File: config.mk
export PLATFORM = sky130hd
export DESIGN_NAME = pef_div
export DESIGN_NICKNAME = d
export VERILOG_FILES = /design/src/rtl/pef_pkg.sv /design/src/rtl/pef_div.sv
export SDC_FILE = /design/constraint.sdc
export NUM_CORES = 1
export LEC_CHECK = 0
export BUFFER_PORTS_ARGS = -buffer_cell sky130_fd_sc_hd__buf_2
export CORE_MARGIN = 4
export CORE_UTILIZATION = 30
export CTS_CLUSTER_DIAMETER = 120
export DETAILED_ROUTE_END_ITERATION = 8
export PLACE_DENSITY = 0.48
export SETUP_SLACK_MARGIN = 0.1
export SYNTH_ARGS = -nofsm -noshare
export SYNTH_HDL_FRONTEND = slang
export SYNTH_SLANG_ARGS = --single-unit
File: constraint.sdc
create_clock -name clk_i -period 7 [get_ports clk_i]
set_clock_uncertainty 0.1 [all_clocks]
set_input_delay 1.4 -clock clk_i [delete_from_list [all_inputs] [get_ports clk_i]]
set_output_delay 1.4 -clock clk_i [all_outputs]
set_load 0.05 [all_outputs]
File: src/rtl/pef_pkg.sv
// ----------------------------------------------------------------------------
// pef_pkg - shared types and constants of the polygon edge-flag fill block
// Grid geometry, coordinate formats, command and register codes, FSM states.
// ----------------------------------------------------------------------------
package pef_pkg;

  // Grid and number formats
  localparam int MAX_WIDTH  = 256;
  localparam int MAX_HEIGHT = 256;
  localparam int FRAC_BITS  = 8;
  localparam int COL_W      = $clog2(MAX_WIDTH);
  localparam int ROW_W      = $clog2(MAX_HEIGHT);
  localparam int ADDR_W     = ROW_W + COL_W;
  localparam int DEPTH      = MAX_WIDTH * MAX_HEIGHT;
  localparam int CELL_W     = 2;
  localparam int FLAG_BIT   = 1;
  localparam int INSIDE_BIT = 0;
  localparam int COORD_W    = 24;
  localparam int CMD_W      = 3;
  localparam int CFG_W      = 9;
  localparam int CFG_IDX_W  = 4;
  localparam int SLOPE_FRAC = 16;
  localparam int DX_W       = 32;
  localparam int NUM_W      = COORD_W + SLOPE_FRAC;
  localparam int DEN_W      = COORD_W;
  localparam int CNT_W      = $clog2(NUM_W + 1);
  localparam int PROD_W     = COORD_W + 1 + DX_W;
  localparam int X_W        = 52;

  // Register indexes of the configuration port
  localparam logic [CFG_IDX_W-1:0] REG_GRID_WIDTH  = CFG_IDX_W'(0);
  localparam logic [CFG_IDX_W-1:0] REG_GRID_HEIGHT = CFG_IDX_W'(1);
  localparam logic [CFG_W-1:0]     GRID_RESET      = CFG_W'(256);

  typedef enum logic [CMD_W-1:0] {
    CMD_FIRST = 3'd0,
    CMD_NEXT  = 3'd1,
    CMD_FILL  = 3'd2,
    CMD_READ  = 3'd3,
    CMD_CLEAR = 3'd4
  } pef_cmd_e;

  typedef enum logic [3:0] {
    S_CLEAR,
    S_IDLE,
    S_EDGE_CHK,
    S_EDGE_DIV,
    S_EDGE_MUL,
    S_EDGE_X,
    S_EDGE_ROW,
    S_EDGE_WR,
    S_FILL,
    S_FILL_DRAIN,
    S_READ,
    S_DONE
  } pef_state_e;

endpackage

File: src/rtl/pef_div.sv
// ----------------------------------------------------------------------------
// pef_div - iterative unsigned divider for the edge slope
// Restoring division, one quotient bit per cycle, NUM_W quotient bits per divide.
// ----------------------------------------------------------------------------
module pef_div
  import pef_pkg::*;
(
  input  logic             clk_i,
  input  logic             rst_ni,
  input  logic             start_i,
  input  logic [NUM_W-1:0] dividend_i,
  input  logic [DEN_W-1:0] divisor_i,
  output logic             done_o,
  output logic [NUM_W-1:0] quotient_o
);

  logic             busy_q;
  logic             done_q;
  logic [CNT_W-1:0] cnt_q;
  logic [DEN_W:0]   rem_q;
  logic [DEN_W:0]   rem_sh;
  logic [DEN_W:0]   rem_d;
  logic [NUM_W-1:0] quo_q;
  logic [DEN_W-1:0] den_q;
  logic             ge;

  // One restoring step
  always_comb begin
    rem_sh = {rem_q[DEN_W-1:0], quo_q[NUM_W-1]};
    ge     = rem_sh >= {1'b0, den_q};
    rem_d  = ge ? (rem_sh - {1'b0, den_q}) : rem_sh;
  end

  // Control
  always_ff @(posedge clk_i or negedge rst_ni) begin
    if (!rst_ni) begin
      busy_q <= 1'b0;
      done_q <= 1'b0;
      cnt_q  <= '0;
    end else begin
      done_q <= 1'b0;
      if (start_i) begin
        busy_q <= 1'b1;
        cnt_q  <= '0;
      end else if (busy_q) begin
        cnt_q <= cnt_q + 1'b1;
        if (cnt_q == CNT_W'(NUM_W - 1)) begin
          busy_q <= 1'b0;
          done_q <= 1'b1;
        end
      end
    end
  end

  // Datapath
  always_ff @(posedge clk_i) begin
    if (start_i) begin
      quo_q <= dividend_i;
      rem_q <= '0;
      den_q <= divisor_i;
    end else if (busy_q) begin
      quo_q <= {quo_q[NUM_W-2:0], ge};
      rem_q <= rem_d;
    end
  end

  assign done_o     = done_q;
  assign quotient_o = quo_q;

endmodule
### After elaboration in Yosys (flattened, before gate mapping)

Cells that the tools add are included.
W data, S select, Z words.

| storage, ports and cells | value |
|---|---|
| logic and storage cells | 22 |
| output and inout port bits | 41 |
| register bits after elaboration | 96 |

| operators by class | value |
|---|---|
| eq/ne operators | 1 |
| muxes and demuxes | 11 |
| reduce and logical (&&, ||, !) cells | 1 |
| add/subtract/negate cells | 2 |
| magnitude comparators | 1 |

Operators by type and width:

| operator | number |
|---|---|
| $mux W40 | 2 |
| $ge A25 B24 Y1 | 1 |
| $mux W24 | 1 |
| $sub A24 B24 Y24 | 1 |
| $mux W6 | 2 |
| $add A6 B1 Y6 const B | 1 |
| $eq A6 B6 Y1 const B | 1 |
| $mux W1 | 6 |
| $reduce_bool A2 Y1 | 1 |

### Logic depth before layout (Yosys ltp)

| logic depth | value |
|---|---|
| depth after elaboration | 4 |
| gate-level depth with buffers | 13 |
| gate-level depth less buffers | 11 |

### Worst setup path after synthesis

OpenSTA, ideal clock, no wires.

| path | value |
|---|---|
| kind | input to register |
| from | input start_i |
| to | register quo_q[0], in the netlist quotient_o[0], enable pin |
| data arrival time | 2.607 ns |
| path slack | 3.899 ns |
| required time | 6.506 ns |
| cell stages on the path | 3 |
| path buffers | 1 |
| path through | clkbuf_1 nor2_1 inv_1 |

| between the ends | value |
|---|---|
| word-level cells in the longest chain between the ends | 1 |

RTL lines:

| item | line | RTL |
|---|---|---|
| start: declaration | pef_div.sv:10 | `input logic start_i,` |
| $reduce_bool A2 Y1 (no line) | -- |  |
| end signal: assignment | pef_div.sv:58 | `quo_q <= dividend_i;` |
| end signal: assignment | pef_div.sv:62 | `quo_q <= {quo_q[NUM_W-2:0], ge};` |
| end: declaration | pef_div.sv:23 | `logic [NUM_W-1:0] quo_q;` |

No other way between the ends.
A chain may end at the register's enable or synchronous reset.

### Final worst setup path

| path | value |
|---|---|
| from | register den_q[1] |
| to | register rem_q[9] |

| between the ends | value |
|---|---|
| word-level cells in the longest chain between the ends | 2 |
| elaborated cells between the ends (all ways) | 3 |

RTL lines:

| item | line | RTL |
|---|---|---|
| start: declaration | pef_div.sv:24 | `logic [DEN_W-1:0] den_q;` |
| start signal: assignment | pef_div.sv:60 | `den_q <= divisor_i;` |
| $sub A24 B24 Y24 or $ge A25 B24 Y1 (tied branches) | pef_div.sv:31, pef_div.sv:30 |  |
| $mux W24 (*) | pef_div.sv:31 | `rem_d = ge ? (rem_sh - {1'b0, den_q}) : rem_sh;` |
| end signal: assignment | pef_div.sv:63 | `rem_q <= rem_d;` |
| end: declaration | pef_div.sv:20 | `logic [DEN_W:0] rem_q;` |

Every way passes the cells marked *; elsewhere a longest branch is shown, timed or not.

==> results by group <==
Clock tree
  • CTS root buf: clkbuf_16
  • Post-CTS Hold Fix Bufs: 0
  • Reg clk slew, reported paths: 0.07 ns
  • CTS H-tree depth: 3
  • CTS tree: done
  • CTS sink count: 96
  • Setup bufs post-CTS: 0
  • CTS buffer count: 9
  • Clk buf depth: 2
  • Resized cells post-CTS: 0
  • Clock Latency Late Sink: 0.35 ns

Worst setup path
  • Reg2reg setup slack: 3.80 ns
  • Crit end category: register
  • Maximum fanout along the worst path: 30
  • CP Launch Type: register
  • Critical path arrival: 3.36 ns
  • CP required: 7.16 ns
  • Setup CP Type: reg -> reg

Floorplanning
  • Die width: 140 um
  • Rows: 48
  • Area of the core: 0.0172 mm^2
  • Die area: 0.0197 mm^2
  • Top Ports: 108
  • Die Y: 140 um
  • Initial Util: 30.5%

Global routing
  • Grt ovf: 0
  • Vias in the first global route: 4,115
  • Largest net degree at the start of global routing: 66
  • Initial antenna violation count: 0
  • GRT Util Overall: 12.9%
  • First-pass GRT wire length: 20,500 um

Placed design
  • I/O Buffers: 107
  • Placed Instance Area: 0.00597 mm^2
  • Cell total after placement: 802
  • Post-DP HPWL: 9300 um
  • Routability cong.: 0.851

STA
  • Final hold vios: 0
  • F_max: 312 MHz
  • Final Cycle Share: 45.7%
  • Final min period: 3.20 ns
  • Worst Tran Pin Value: 0.787 ns
  • Rel. slew slack: 47.6%
  • Setup TNS: 0 ns
  • Unrepaired setup endpoints after global routing: false
  • Final setup fails: 0
  • Final Max Slew Viols: 0

Power
  • P_leak: 2.65 nW
  • Worst VDD drop: 0.160 mV
  • Power Density: 348 mW/mm^2

Yosys
  • Sequential cell area fraction in the yosys report: 49.4%
  • Ys async rst share: 8.33%
  • Area contributors post-synth: edfxtp_1 (37%), dfxtp_1 (9.1%), mux2_2 (8.6%)
  • YS warnings: 0
  • Synth top area share: 36.5%
  • Cells after Synth: 490
  • Top-count cell post-synth: edfxtp_1
  • Synth top cells by count: edfxtp_1 (64), nor2_1 (46), nand2_1 (42)
  • #FFs+latches synth: 96
  • Area leader, netlist: edfxtp_1
  • Most used DFF post-synth: edfxtp_1
  • Netlist area before placement: 0.00526 mm^2
  • Syn avg cell area: 10.7 um^2
  • Post-synthesis cell type count: 64
  • Post-synth EDFFs: 64
  • Syn nets: 583

Routing
  • Initial drt markers: 161
  • Via density: 4.89
  • Drt total wl: 12,700 um
  • DRT Pass-1 Iters: 4
  • Final antenna-violating net count: 0
  • WL per Instance: 15.5 um
  • Vias post-DR: 3,996
  • DR DRC count: 0

Final layout
  • Inserted Diodes: 0
  • Share of layout cells above drive strength 1: 30.0%
  • Syn-to-layout area delta: 19.3%
  • Nets: 681
  • Final instance area: 0.00628 mm^2
  • Post-Layout Cell Count: 818

Min path
  • Worst min path class: reg -> reg

Run status
  • Outcome: complete, no violations

Flow run
  • Number of max-cap violations: 0
layout by cell type (no fill, tap or decap), types with 2 or more instances in the layout:
master	count
nor4_1	6
and3_1	5
a311oi_1	11
a22oi_1	6
nand3_1	11
buf_4	4
nor2_1	46
dfxtp_1	24
buf_2	106
o211ai_1	4
a211oi_1	3
a2111oi_0	2
clkbuf_16	9
nand2_1	42
a211o_1	2
o21ai_0	22
dfrtp_1	8
clkinv_1	2
a21oi_1	17
mux2i_1	5
a31oi_1	5
inv_8	2
nor3_1	15
inv_6	2
nand4b_1	2
xnor2_1	12
a21o_1	4
inv_1	36
xor2_1	8
o21a_1	5
mux2_2	40
o31a_1	2
or3_1	2
edfxtp_1	64
nand4_1	5
or2_2	3
ha_1	25
worst paths after layout:
path / start / endpoint / cells after the start
min in group asynchronous: rst_ni / done_o / 1
hold / removal: rem_q[3] / rem_q[4] / 2
setup reg to reg: den_q[1] / rem_q[9] / 10
max in group asynchronous: rst_ni / cnt_q[4] / 1
setup / recovery: den_q[1] / rem_q[9] / 10
hold reg to reg: rem_q[3] / rem_q[4] / 2
metrics by stage:
| step | hold slack [ns] | setup slack (ns) | utilization, % | power, mW |
|---|---|---|---|---|
| finish | 0.403 | 3.80 | 36.4 | 2.18 |
| floorplan | 0.359 | 3.90 | - | 1.50 |
| global route | 0.420 | 3.57 | 36.4 | 2.34 |
| detailed placement | 0.391 | 3.65 | 34.7 | 1.68 |
| global placement | 0.384 | 3.71 | 34.7 | 1.67 |
| CTS | 0.405 | 3.77 | 36.4 | 2.21 |
power by group:
| part | total (mW) | switching (mW) | leakage [nW] | internal (mW) |
|---|---|---|---|---|
| Combinational | 0.891 | 0.547 | 1.54 | 0.344 |
| Clock | 0.511 | 0.229 | 0.149 | 0.282 |
| Sequential | 0.782 | 0.0728 | 0.960 | 0.709 |
kinds of logic after synthesis:
family	count (synthesis)	share of synthesized area, %
AOI/OAI and AO/OA	97	13.0
adders and majority gates	26	6.32
DFF	96	49.4
xor gates and xnor gates	20	3.33
buffers and inverters	59	5.06
and+or+nand+nor	147	13.4
muxes	45	9.51
state kept, by name, indices dropped and copies added (netlist names):
signal      flops
quotient_o     40
den_q          24
rem_q          24
cnt_q           6
busy_q          1
done_o          1
routing by layer:
layer	vias to the layer above	share of wire (%)	wire length [um]	global-route usage (%)
li1	1992	-	-	-
met1	1866	45	5740	16.1
met2	128	44	5650	20.3
met3	10	9.5	1200	6.18
met4	0	0.94	119	3.11
met5	-	0	0	0
cell type report:
cell class / instances / area [um^2]
Timing Repair Buffer: 110 / 561
Multi-Input combinational cell: 335 / 2390
Clock buffer: 9 / 225
Clock inverter: 7 / 77.6
Tap cell: 225 / 282
Fill cell: 1738 / 11000
Sequential cell: 96 / 2600
Inverter: 36 / 135
critical path: stages, from the launching register on:
cell and delay [ns]:
edfxtp_1 0.42, inv_1 0.08, ha_1 0.23, nor2b_4 0.13, o31a_1 0.30, o21ai_2 0.24, a221oi_2 0.11, or4_4 0.71
inv_1 0.40, nand2_1 0.12, a311oi_1 0.26
No activity file was read; power rests on OpenSTA's default activity.
